## src/hdl/sopt_pkg.sv

```systemverilog
`default_nettype none

package sopt_pkg;

   // defaults for the top-level parameters
   localparam int SLOTS_DEFAULT      = 16;
   localparam int COORD_BITS_DEFAULT = 20;

   // fixed field widths
   localparam int SLOT_BITS   = 4;
   localparam int STATUS_BITS = 2;
   localparam int COUNT_BITS  = 5;

   // request kind carried on req_tuser
   localparam logic MODE_PLACE  = 1'b0;
   localparam logic MODE_REMOVE = 1'b1;

   typedef enum logic [STATUS_BITS-1:0] {
      STATUS_DONE       = 2'd0,
      STATUS_NEG_RADIUS = 2'd1,
      STATUS_OVERLAP    = 2'd2
   } status_type;

   typedef enum logic [2:0] {
      ST_CLEAR,
      ST_IDLE,
      ST_FETCH,
      ST_LOAD,
      ST_MUL,
      ST_WRITE,
      ST_DONE
   } state_type;

   // report from the serial distance unit to the sequencer
   typedef struct packed {
      logic done;
      logic overlap;
   } mac_status_type;

endpackage

`default_nettype wire

```

## src/hdl/sopt_store.sv

```systemverilog
`default_nettype none

module sopt_store #(
   parameter int SLOTS     = sopt_pkg::SLOTS_DEFAULT,
   parameter int WORD_BITS = 4 * sopt_pkg::COORD_BITS_DEFAULT
) (
   input  wire logic                                   clock,
   input  wire logic                                   wr_en,
   input  wire logic [((SLOTS > 1) ? $clog2(SLOTS) : 1)-1:0] wr_addr,
   input  wire logic [WORD_BITS-1:0]                   wr_data,
   input  wire logic [((SLOTS > 1) ? $clog2(SLOTS) : 1)-1:0] rd_addr,
   output logic      [WORD_BITS-1:0]                   rd_data
);

   logic [WORD_BITS-1:0] mem [SLOTS];
   logic [WORD_BITS-1:0] rd_data_ff;

   always_ff @(posedge clock) begin
      if (wr_en) begin
         mem[wr_addr] <= wr_data;
      end
   end

   always_ff @(posedge clock) begin
      rd_data_ff <= mem[rd_addr];
   end

   assign rd_data = rd_data_ff;

endmodule

`default_nettype wire

```

## src/hdl/sopt_mac.sv

```systemverilog
`default_nettype none

// Bit-serial sum of squares: dx^2 + dy^2 + dz^2 - reach^2, one multiplier
// bit per cycle, four terms in turn through one accumulator.
module sopt_mac #(
   parameter int COORD_BITS = sopt_pkg::COORD_BITS_DEFAULT
) (
   input  wire logic                  clock,
   input  wire logic                  reset,
   input  wire logic                  start,
   input  wire logic [COORD_BITS-1:0] dx,
   input  wire logic [COORD_BITS-1:0] dy,
   input  wire logic [COORD_BITS-1:0] dz,
   input  wire logic [COORD_BITS-1:0] reach,
   output sopt_pkg::mac_status_type   status
);

   localparam int C  = COORD_BITS;
   localparam int AW = 2 * C + 3;
   localparam int BW = $clog2(C);

   logic                busy_ff,   busy_in;
   logic                done_ff,   done_in;
   logic [1:0]          term_ff,   term_in;
   logic [BW-1:0]       bit_ff,    bit_in;
   logic signed [AW-1:0] acc_ff,   acc_in;
   logic [2*C-1:0]      mcand_ff,  mcand_in;
   logic [C-1:0]        mplier_ff, mplier_in;
   logic [C-1:0]        ops_ff [3];
   logic [C-1:0]        ops_in [3];
   logic signed [AW-1:0] addend;

   always_comb begin
      busy_in   = busy_ff;
      done_in   = 1'b0;
      term_in   = term_ff;
      bit_in    = bit_ff;
      acc_in    = acc_ff;
      mcand_in  = mcand_ff;
      mplier_in = mplier_ff;
      ops_in    = ops_ff;
      addend    = mplier_ff[0] ? AW'({1'b0, mcand_ff}) : '0;

      if (start) begin
         busy_in   = 1'b1;
         term_in   = 2'd0;
         bit_in    = '0;
         acc_in    = '0;
         mcand_in  = (2*C)'(dx);
         mplier_in = dx;
         ops_in[0] = dy;
         ops_in[1] = dz;
         ops_in[2] = reach;
      end else if (busy_ff) begin
         // last term is the reach, taken off the distance
         acc_in    = (term_ff == 2'd3) ? (acc_ff - addend) : (acc_ff + addend);
         mcand_in  = mcand_ff << 1;
         mplier_in = mplier_ff >> 1;
         bit_in    = bit_ff + BW'(1);
         if (bit_ff == BW'(C - 1)) begin
            bit_in = '0;
            if (term_ff == 2'd3) begin
               busy_in = 1'b0;
               done_in = 1'b1;
            end else begin
               term_in   = term_ff + 2'd1;
               mcand_in  = (2*C)'(ops_ff[0]);
               mplier_in = ops_ff[0];
               ops_in[0] = ops_ff[1];
               ops_in[1] = ops_ff[2];
            end
         end
      end
   end

   always_ff @(posedge clock) begin
      if (reset) begin
         busy_ff <= 1'b0;
         done_ff <= 1'b0;
      end else begin
         busy_ff <= busy_in;
         done_ff <= done_in;
      end
   end

   always_ff @(posedge clock) begin
      term_ff   <= term_in;
      bit_ff    <= bit_in;
      acc_ff    <= acc_in;
      mcand_ff  <= mcand_in;
      mplier_ff <= mplier_in;
      ops_ff    <= ops_in;
   end

   // touching counts as overlap
   assign status.done    = done_ff;
   assign status.overlap = acc_ff[AW-1] || (acc_ff == '0);

endmodule

`default_nettype wire

```

## src/hdl/sphere_overlap_placement_table.sv

```systemverilog
`default_nettype none

// Sphere placement table. Holds SLOTS spheres (centre, radius, valid) and
// takes one request transaction at a time on req_: place/move (tuser 0) or
// remove (tuser 1). A place with a negative radius is refused (status 1); a
// place whose sphere overlaps or touches any other valid sphere is refused
// (status 2) and leaves the table unchanged; otherwise status 0. Every
// request returns exactly one rsp_ transaction with the status and the
// number of valid slots afterwards. A slot number beyond the table changes
// nothing and returns status 0.
// After reset the table runs a clearing pass over every slot before
// req_tready rises. A remove goes through one memory read to learn whether
// the slot was occupied, then the write. A place refused for a negative
// radius, or a request for a slot beyond the table, goes straight to the
// response. A place sweeps the whole table through the single read port of
// the sphere memory, one slot after another, and each valid slot other than
// its own goes through the bit-serial distance unit (one multiplier bit per
// cycle over dx, dy, dz and the radius sum); the sweep stops early at the
// first overlap. The next request is taken while a finished response still
// waits on rsp_; a second finished response waits inside until the first is
// taken, and req_tready stays low meanwhile.
module sphere_overlap_placement_table #(
   parameter int SLOTS      = sopt_pkg::SLOTS_DEFAULT,
   parameter int COORD_BITS = sopt_pkg::COORD_BITS_DEFAULT
) (
   input  wire logic clock,
   input  wire logic reset,

   input  wire logic req_tvalid,
   output logic      req_tready,
   // slot[3:0], pos_x, pos_y, pos_z, radius (COORD_BITS each), zero pad
   input  wire logic [((sopt_pkg::SLOT_BITS + 4*COORD_BITS + 7) / 8) * 8 - 1:0] req_tdata,
   // mode: 0 place or move, 1 remove
   input  wire logic req_tuser,

   output logic       rsp_tvalid,
   input  wire logic  rsp_tready,
   // status[1:0], occupied_count[6:2], zero pad
   output logic [7:0] rsp_tdata
);

   localparam int C  = COORD_BITS;
   localparam int SB = sopt_pkg::SLOT_BITS;
   localparam int IW = (SLOTS > 1) ? $clog2(SLOTS) : 1;
   localparam int CW = $clog2(SLOTS + 1);
   localparam int WB = 4 * C;   // valid, x, y, z, radius (C-1)

   // request fields
   logic [SB-1:0] req_slot;
   logic [C-1:0]  req_x, req_y, req_z, req_r;

   assign req_slot = req_tdata[SB-1:0];
   assign req_x    = req_tdata[SB+C-1:SB];
   assign req_y    = req_tdata[SB+2*C-1:SB+C];
   assign req_z    = req_tdata[SB+3*C-1:SB+2*C];
   assign req_r    = req_tdata[SB+4*C-1:SB+3*C];

   // control
   sopt_pkg::state_type  state_ff, state_in;
   logic [IW-1:0]        idx_ff, idx_in;
   logic [CW-1:0]        count_ff, count_in;
   logic                 self_valid_ff, self_valid_in;
   sopt_pkg::status_type status_ff, status_in;
   logic                 rsp_valid_ff, rsp_valid_in;

   // request payload, centres in offset binary
   logic          mode_ff, mode_in;
   logic [SB-1:0] slot_ff, slot_in;
   logic [C-1:0]  x_ff, x_in, y_ff, y_in, z_ff, z_in;
   logic [C-2:0]  rad_ff, rad_in;

   sopt_pkg::status_type  rsp_status_ff, rsp_status_in;
   logic [sopt_pkg::COUNT_BITS-1:0] rsp_count_ff, rsp_count_in;

   // memory and distance unit hookup
   logic          wr_en;
   logic [IW-1:0] wr_addr;
   logic [WB-1:0] wr_data;
   logic [WB-1:0] rd_data;
   logic          mac_start;
   logic [C-1:0]  dx, dy, dz, reach;
   sopt_pkg::mac_status_type mac_status;

   logic          rd_valid;
   logic [C-1:0]  rd_x, rd_y, rd_z;
   logic [C-2:0]  rd_r;
   logic [IW-1:0] slot_idx;
   logic          is_last;
   logic          rsp_free;

   function automatic logic [C-1:0] abs_diff(input logic [C-1:0] a, input logic [C-1:0] b);
      logic [C:0] d;
      d = {1'b0, a} - {1'b0, b};
      if (d[C]) begin
         d = -d;
      end
      return d[C-1:0];
   endfunction

   assign rd_valid = rd_data[0];
   assign rd_x     = rd_data[C:1];
   assign rd_y     = rd_data[2*C:C+1];
   assign rd_z     = rd_data[3*C:2*C+1];
   assign rd_r     = rd_data[4*C-1:3*C+1];

   assign dx    = abs_diff(rd_x, x_ff);
   assign dy    = abs_diff(rd_y, y_ff);
   assign dz    = abs_diff(rd_z, z_ff);
   assign reach = {1'b0, rd_r} + {1'b0, rad_ff};

   assign slot_idx = IW'(slot_ff);
   assign is_last  = (idx_ff == IW'(SLOTS - 1));
   assign rsp_free = !rsp_valid_ff || rsp_tready;

   always_comb begin
      state_in      = state_ff;
      idx_in        = idx_ff;
      count_in      = count_ff;
      self_valid_in = self_valid_ff;
      status_in     = status_ff;
      rsp_valid_in  = rsp_valid_ff;
      mode_in       = mode_ff;
      slot_in       = slot_ff;
      x_in          = x_ff;
      y_in          = y_ff;
      z_in          = z_ff;
      rad_in        = rad_ff;
      rsp_status_in = rsp_status_ff;
      rsp_count_in  = rsp_count_ff;
      req_tready    = 1'b0;
      mac_start     = 1'b0;
      wr_en         = 1'b0;
      wr_addr       = slot_idx;
      wr_data       = {rad_ff, z_ff, y_ff, x_ff, (mode_ff == sopt_pkg::MODE_PLACE)};

      if (rsp_tready) begin
         rsp_valid_in = 1'b0;
      end

      case (state_ff)
         sopt_pkg::ST_CLEAR: begin
            wr_en   = 1'b1;
            wr_addr = idx_ff;
            wr_data = '0;
            idx_in  = idx_ff + IW'(1);
            if (is_last) begin
               idx_in   = '0;
               state_in = sopt_pkg::ST_IDLE;
            end
         end

         sopt_pkg::ST_IDLE: begin
            req_tready = 1'b1;
            if (req_tvalid) begin
               mode_in       = req_tuser;
               slot_in       = req_slot;
               x_in          = {~req_x[C-1], req_x[C-2:0]};
               y_in          = {~req_y[C-1], req_y[C-2:0]};
               z_in          = {~req_z[C-1], req_z[C-2:0]};
               rad_in        = req_r[C-2:0];
               self_valid_in = 1'b0;
               status_in     = sopt_pkg::STATUS_DONE;
               if (32'(req_slot) >= 32'(SLOTS)) begin
                  state_in = sopt_pkg::ST_DONE;
               end else if (req_tuser == sopt_pkg::MODE_REMOVE) begin
                  // one read to learn whether the slot was occupied
                  idx_in   = IW'(req_slot);
                  state_in = sopt_pkg::ST_FETCH;
               end else if (req_r[C-1]) begin
                  status_in = sopt_pkg::STATUS_NEG_RADIUS;
                  state_in  = sopt_pkg::ST_DONE;
               end else begin
                  idx_in   = '0;
                  state_in = sopt_pkg::ST_FETCH;
               end
            end
         end

         sopt_pkg::ST_FETCH: begin
            state_in = sopt_pkg::ST_LOAD;
         end

         sopt_pkg::ST_LOAD: begin
            if (mode_ff == sopt_pkg::MODE_REMOVE) begin
               self_valid_in = rd_valid;
               state_in      = sopt_pkg::ST_WRITE;
            end else if (idx_ff == slot_idx) begin
               // own slot: skipped, but note whether this is a move
               self_valid_in = rd_valid;
               idx_in        = idx_ff + IW'(1);
               state_in      = is_last ? sopt_pkg::ST_WRITE : sopt_pkg::ST_FETCH;
            end else if (rd_valid) begin
               mac_start = 1'b1;
               state_in  = sopt_pkg::ST_MUL;
            end else begin
               idx_in   = idx_ff + IW'(1);
               state_in = is_last ? sopt_pkg::ST_WRITE : sopt_pkg::ST_FETCH;
            end
         end

         sopt_pkg::ST_MUL: begin
            if (mac_status.done) begin
               if (mac_status.overlap) begin
                  status_in = sopt_pkg::STATUS_OVERLAP;
                  state_in  = sopt_pkg::ST_DONE;
               end else begin
                  idx_in   = idx_ff + IW'(1);
                  state_in = is_last ? sopt_pkg::ST_WRITE : sopt_pkg::ST_FETCH;
               end
            end
         end

         sopt_pkg::ST_WRITE: begin
            wr_en = 1'b1;
            if (mode_ff == sopt_pkg::MODE_REMOVE) begin
               if (self_valid_ff) begin
                  count_in = count_ff - CW'(1);
               end
            end else if (!self_valid_ff) begin
               count_in = count_ff + CW'(1);
            end
            state_in = sopt_pkg::ST_DONE;
         end

         sopt_pkg::ST_DONE: begin
            if (rsp_free) begin
               rsp_valid_in  = 1'b1;
               rsp_status_in = status_ff;
               rsp_count_in  = sopt_pkg::COUNT_BITS'(count_ff);
               state_in      = sopt_pkg::ST_IDLE;
            end
         end

         default: begin
            state_in = sopt_pkg::ST_IDLE;
         end
      endcase
   end

   always_ff @(posedge clock) begin
      if (reset) begin
         state_ff     <= sopt_pkg::ST_CLEAR;
         idx_ff       <= '0;
         count_ff     <= '0;
         rsp_valid_ff <= 1'b0;
      end else begin
         state_ff     <= state_in;
         idx_ff       <= idx_in;
         count_ff     <= count_in;
         rsp_valid_ff <= rsp_valid_in;
      end
   end

   always_ff @(posedge clock) begin
      self_valid_ff <= self_valid_in;
      status_ff     <= status_in;
      mode_ff       <= mode_in;
      slot_ff       <= slot_in;
      x_ff          <= x_in;
      y_ff          <= y_in;
      z_ff          <= z_in;
      rad_ff        <= rad_in;
      rsp_status_ff <= rsp_status_in;
      rsp_count_ff  <= rsp_count_in;
   end

   sopt_store #(
      .SLOTS     (SLOTS),
      .WORD_BITS (WB)
   ) u_store (
      .clock   (clock),
      .wr_en   (wr_en),
      .wr_addr (wr_addr),
      .wr_data (wr_data),
      .rd_addr (idx_ff),
      .rd_data (rd_data)
   );

   sopt_mac #(
      .COORD_BITS (COORD_BITS)
   ) u_mac (
      .clock  (clock),
      .reset  (reset),
      .start  (mac_start),
      .dx     (dx),
      .dy     (dy),
      .dz     (dz),
      .reach  (reach),
      .status (mac_status)
   );

   assign rsp_tvalid = rsp_valid_ff;
   assign rsp_tdata  = {1'b0, rsp_count_ff, rsp_status_ff};

endmodule

`default_nettype wire

```

## config.mk

```make
export PLATFORM = sky130hd
export DESIGN_NAME = sphere_overlap_placement_table
export DESIGN_NICKNAME = d
export VERILOG_FILES = /design/src/hdl/sopt_pkg.sv /design/src/hdl/sopt_store.sv /design/src/hdl/sopt_mac.sv /design/src/hdl/sphere_overlap_placement_table.sv
export SDC_FILE = /design/constraint.sdc
export NUM_CORES = 2
export LEC_CHECK = 0
export ABC_AREA = 0
export BUFFER_PORTS_ARGS = -buffer_cell sky130_fd_sc_hd__buf_2
export CAP_MARGIN = 20
export CORE_MARGIN = 3
export CORE_UTILIZATION = 55
export DETAILED_ROUTE_END_ITERATION = 16
export PLACE_DENSITY = 0.71
export SETUP_SLACK_MARGIN = 0.3
export SYNTH_ARGS = -nofsm -noshare
export SYNTH_HDL_FRONTEND = slang
export SYNTH_SLANG_ARGS = --single-unit
```

## constraint.sdc

```tcl
create_clock -name clock -period 7.4 [get_ports clock]
set_clock_uncertainty 0.2 [all_clocks]
set_input_delay 0.74 -clock clock [delete_from_list [all_inputs] [get_ports clock]]
set_output_delay 0.74 -clock clock [all_outputs]
set_load 0.05 [all_outputs]
```

Word level (Yosys, flattened, before mapping)
Memories as Yosys holds them, arrays and structs flattened. A register that Yosys moved wholly into a read port is not among the register bits.
Index checks and enable logic that the tools add are counted.
{ "word_totals": {"n_memories": 1, "register_bits": 279, "out_inout_bits": 10, "wordCells": 162, "mem_bits_rw": 1280} }
{ "mem_list": {"columns": ["memory", "depth", "width", "read_ports", "rd_clocked_by_memory_dff", "write_ports", "line_no", "source"], "rows": [
  ["u_store.mem", 16, 80, 1, 1, 1, "sopt_store.sv:15", "logic [WORD_BITS-1:0] mem [SLOTS];"]
]} }
{ "op_classes": {"n_reduce_logical": 21, "eq_ne": 23, "bitwise": 7, "muxes": 71, "addsub": 14} }
{ "ops": {"columns": ["op", "count"], "rows": [
  ["40-bit 2-to-1 mux", 7],
  ["20-bit 2-to-1 mux", 9],
  ["80-bit 2-to-1 mux", 1],
  ["20-bit by 20-bit subtractor with 21-bit output", 3],
  ["20-bit negator", 3],
  ["43-bit adder", 1],
  ["43-bit logical NOT", 1],
  ["43-bit 2-to-1 mux", 1],
  ["43-bit subtractor", 1],
  ["4-bit 2-to-1 mux", 10],
  ["3-bit 2-to-1 mux", 11],
  ["1-bit 2-to-1 mux", 21],
  ["3-bit case mux with 7 select lines", 1],
  ["19-bit by 19-bit adder with 20-bit output", 1],
  ["5-bit 2-to-1 mux", 4],
  ["2-bit != test, second input constant", 8],
  ["4-bit case mux with 4 select lines", 1],
  ["3-bit AND reduction", 4],
  ["5-bit by 1-bit adder with 5-bit output, second input constant", 2],
  ["3-bit equality test, second input constant", 3],
  ["3-bit != test, second input constant", 3],
  ["4-bit AND reduction", 2],
  ["2-bit nonzero test", 4],
  ["1-bit NOT", 7],
  ["21 further kinds", 27]
]} }

Logic depth before layout (Yosys ltp)
{ "depth": {"word_depth": 6, "depth_mapped": 25} }

Cells and area by module
Synthesis repeated with hierarchy kept, for this count alone.
{ "hier_totals": {"cells_unflattened": 4198, "hier_area_um2": 68828.5} }
{ "modules_own_cells": {"columns": ["module", "area_per_inst_um2", "cells_each", "instances"], "rows": [
  ["sopt_store", 49422.4, 2054, 1],
  ["sopt_mac", 10008.3, 1049, 1],
  ["sphere_overlap_placement_table", 9397.8, 1095, 1]
]} }

Worst setup path before layout
No wires, ideal clock.
{ "synth_timing": {"path_kind": "register to register", "start": "reg idx_ff[0]", "end": "mem u_store.mem[1][0] (netlist name), enable pin", "setup_slack_ns": 1.637, "path_buffers": 3, "path_stages_with_launch": 8, "period_less_slack_ns": 5.763, "t_required_ns": 6.681, "arrival_ns": 5.043, "setup_ns": 0.519, "cell_sequence": "dfxtp_1 -> clkbuf_1 -> clkbuf_1 -> buf_1 -> nand2_1 -> a21oi_1 -> nand2_1 -> nor2_1"} }
{ "synth_via": {"elab_chain_cells": 1} }
{ "synth_lines": {"columns": ["item", "line_no", "source"], "rows": [
  ["start: declaration", "sphere_overlap_placement_table.sv:60", "logic [IW-1:0] idx_ff, idx_in;"],
  ["start signal: assignment", "sphere_overlap_placement_table.sv:248", "idx_ff <= idx_in;"],
  ["4-bit 2-to-1 mux", "sphere_overlap_placement_table.sv:140", "case (state_ff)"],
  ["end: declaration", "sopt_store.sv:15", null]
]} }
No other way between the ends.

Worst setup path after layout
{ "layout_timing": {"start": "reg u_mac.mcand_ff[2]", "end": "reg u_mac.acc_ff[35]"} }
{ "layout_via": {"elab_chain_cells": 3, "elab_cells_between_ends": 4} }
{ "layout_lines": {"columns": ["item", "line_no", "source"], "rows": [
  ["start: declaration", "sopt_mac.sv:27", "logic [2*C-1:0] mcand_ff, mcand_in;"],
  ["start signal: assignment", "sopt_mac.sv:90", "mcand_ff <= mcand_in;"],
  ["40-bit 2-to-1 mux (*)", "sopt_mac.sv:42", "addend = mplier_ff[0] ? AW'({1'b0, mcand_ff}) : '0;"],
  ["43-bit adder / 43-bit subtractor (equally long branches)", "sopt_mac.sv:56", "acc_in = (term_ff == 2'd3) ? (acc_ff - addend) : (acc_ff + addend);"],
  ["43-bit 2-to-1 mux (*)", "sopt_mac.sv:56", null],
  ["end signal: assignment", "sopt_mac.sv:89", "acc_ff <= acc_in;"],
  ["end: declaration", "sopt_mac.sv:26", "logic signed [AW-1:0] acc_ff, acc_in;"]
]} }
Mark *: on every way between the ends. The rest lies on a longest branch, timed or not.
A chain may end at the register's enable or synchronous reset.

==> key figures <==
Run status
  • Status: completed

Setup path
  • CP arrival: about 6 ns
  • Crit. End Element: flop
  • Worst path required time: between 7 and 8 ns
  • CP Class: reg2reg
  • FF-to-FF path depth: 17
  • Critical Path Source Type: flop
  • CP max FO: 5

Timing
  • Final hold slack: about 0.089 ns
  • Final period util: around 76%
  • Final hold violations: 0
  • RSZ-0062 raised after global routing: false
  • Setup TNS: 0 ns
  • Fin crit period: between 5 and 6 ns
  • Worst Tran Pin Value: a little over 1 ns
  • Relative max-transition margin: 31.0%
  • Count of final setup violators: 0
  • Max Slew Vio Count: 0
  • Fmax achieved: roughly 180 MHz

Final layout
  • N_diodes: 0
  • Post-layout util: 62.9%
  • Fill cells: between 8,000 and 9,000
  • Nets: 4,558
  • Area growth from synthesis to layout: 13.1%
  • Layout Cells excl Fill: a little over 6,000
  • Layout cells sized above 1: a little under a fifth

Synthesis
  • Post-synth top area share: about 64%
  • Distinct cells, synth: between 80 and 90
  • Share of flip-flops with an asynchronous set or reset after synthesis: 0%
  • Sequential area share after synthesis: 68.9%
  • Post-Syn Nets: 4,354
  • Area leader, netlist: edfxtp_1
  • Synth Area per Inst: 16.7 µm²
  • Number of synthesized flops with an enable pin: roughly 1,500
  • Most frequent cell after synthesis: edfxtp_1
  • Synth top area cells: edfxtp_1 64%, mux4_2 13%, dfxtp_1 4.8%, ha_1 2.4%, a21oi_1 1.5%
  • Synth warn: 0
  • Synth Cell Area: approximately 0.07 mm²
  • Primary FF master, synth: edfxtp_1
  • Synth Instances: between 4,000 and 5,000
  • Synth Register Bits: ~1,600
  • Synth cell count leaders: 1,474 x edfxtp_1, 400 x mux4_2, 250 x nor2_1, 242 x nand2_1, 205 x a21oi_1

Floorplan
  • Chip width: about 360 µm
  • Die Area: 0.130 mm²
  • Initial core utilization: a little under three fifths
  • Ports: roughly 100
  • Row count: around 130
  • Die Ht: roughly 360 µm
  • Core area: roughly 0.12 mm²

Global routing
  • Grt ovf: 0
  • GRT Util Overall: 24.9%
  • Pin count of the biggest net entering global routing: 126
  • Initial antenna violation count: 0
  • Global-route wire length before repair: between 200 and 250 mm
  • Vias in the first global route: between 30,000 and 40,000

CTS
  • TritonCTS Buffers: 165
  • Clk pin slew, worst setup/hold paths: 0.06 ns
  • Clk sinks: approximately 1,600
  • TritonCTS clock tree: built
  • Root Driver: clkbuf_16
  • Max clock buf depth: 3
  • Htree depth: 4
  • Clock latency on the worst-skew pair: approximately 0.8 ns

Min path
  • Hold WC Path Type: in2reg
  • Cells on Worst Hold Path: 2

Placed design
  • Placed cells: between 5,000 and 6,000
  • Hpwl dp: between 80 and 90 mm
  • Port bufs: 97
  • Gpl congestion: about 0.87

Route
  • Via density: approximately 6.2
  • DRC Markers: 0
  • WL final: roughly 160 mm
  • Via count: ~38,000
  • First DRT Iteration DRCs: 4,195
  • DR WL/cell: between 20 and 30 µm
  • TritonRoute pass-1 iters: 5
  • Detail Route Antenna Nets: 0

Flow run
  • Max_cap viols: 0

Power and ir drop
  • Total power: ~29,000 µW
  • Leakage: between 0.02 and 0.03 µW
  • Max rail drop VDD: 0.318 mV
  • Pwr/cell area: around 370 mW/mm²
==> metal layers <==
metal,GRT usage (%),share of wire [%],up-vias
met5,0,0,-
met4,7.07,2.4,0
met3,3.75,7.7,253
met2,39.9,49,1631
met1,36.1,41,19500
li1,-,-,16800
==> cells in the final DEF, fill, tap and decap left out, types with 17 or more instances in the layout <==
cell	Yosys	layout
nand3_1	75	75
edfxtp_1	1474	1474
a21o_1	52	52
and3_1	18	18
ha_1	131	131
clkbuf_16	0	168
nand2b_1	23	22
xor2_1	77	77
mux4_2	400	400
mux2i_1	26	26
o21ai_0	99	99
clkbuf_1	153	40
nor2_1	250	234
nor4_1	20	20
nor2b_1	42	42
a31oi_1	33	33
bufinv_16	0	18
o21ai_1	26	26
clkinv_2	0	25
dlygate4sd3_1	0	83
nand2_1	242	241
nor3_1	52	51
buf_12	0	20
clkinv_1	1	28
a211oi_1	17	17
o21a_1	31	31
nand4_1	21	21
inv_1	119	117
a21oi_1	205	205
xnor2_1	95	95
buf_4	1	26
buf_2	1	97
dfxtp_1	165	161
==> layout make-up <==
class,count,area [µm²],area share [%]
multi-input combinational,2175,20400,26.2
timing repair buffer,226,1910,2.45
tap,1637,2050,2.62
inverter,121,462,0.591
clock inverter,92,1140,1.46
clock buffer,218,4490,5.75
sequential,1639,47600,60.9
==> flip-flops by register name (all words and copies together) (netlist names), 20 cells and up <==
name and count:
u_mac.ops_ff 60, y_ff 20, u_mac.acc_ff 43, u_mac.mplier_ff 20, u_store.rd_data 80, u_store.mem 1280, u_mac.mcand_ff 40, x_ff 20
z_ff 20
==> logic make-up (layout without fill, tap and decap cells) <==
logic type	count (synthesis)	after routing	synth area share, %
compound gates	618	618	5.69
mux	428	428	13.5
xor+xnor	172	172	2.18
other cells	1	1	0.00543
buf+inv	310	657	1.69
simple gates	819	819	5.52
flops	1639	1639	68.9
fa+ha+maj	137	137	2.55
==> final timing paths <==
kind / start / end / slack [ns]
min reg2reg: status_ff[0] / rsp_status_ff[0] / 0.23
max reg2reg: u_mac.mcand_ff[2] / u_mac.acc_ff[35] / 1.79
min: req_tdata[63] / z_ff[19] / 0.09
max: u_mac.mcand_ff[2] / u_mac.acc_ff[35] / 1.79
==> timing repair <==
item | 4_1_cts | 5_1_grt
endpoints found under the hold margin | 83 | 0
hold buffers | 83 | 0
gates resized for setup | 0 | 0
buffers inserted | 0 | 0
==> through the flow <==
stage | cell area [µm²] | setup slack [ns]
floorplan | 69000 | 1.64
global placement | 71600 | 1.87
detailed placement | 71600 | 1.87
CTS | 78000 | 1.82
global route | 78100 | 1.30
finish | 78100 | 1.79
==> report_power, final <==
part	total (µW)	internal [µW]	leakage [µW]	switching (µW)
logic	8320	3520	0.00886	4800
clock network	8530	4960	0.00272	3570
registers	12200	11700	0.0152	453
==> critical path: stages, from the launching register on <==
cell and delay [ns]:
edfxtp_1 0.43, or3_1 0.41, o31ai_1 0.53, nand3_1 0.14, nor2_1 0.24, a21oi_1 0.12, xor2_1 0.16, nand2_1 0.07
ha_1 0.37, and3_1 0.21, nand2_1 0.08, a311o_1 0.38, a2111oi_0 0.74, o211ai_1 0.21, a21oi_1 0.52, a31oi_1 0.19
or4_1 0.42, o211ai_1 0.10
Power figures use the tool's default switching activity.
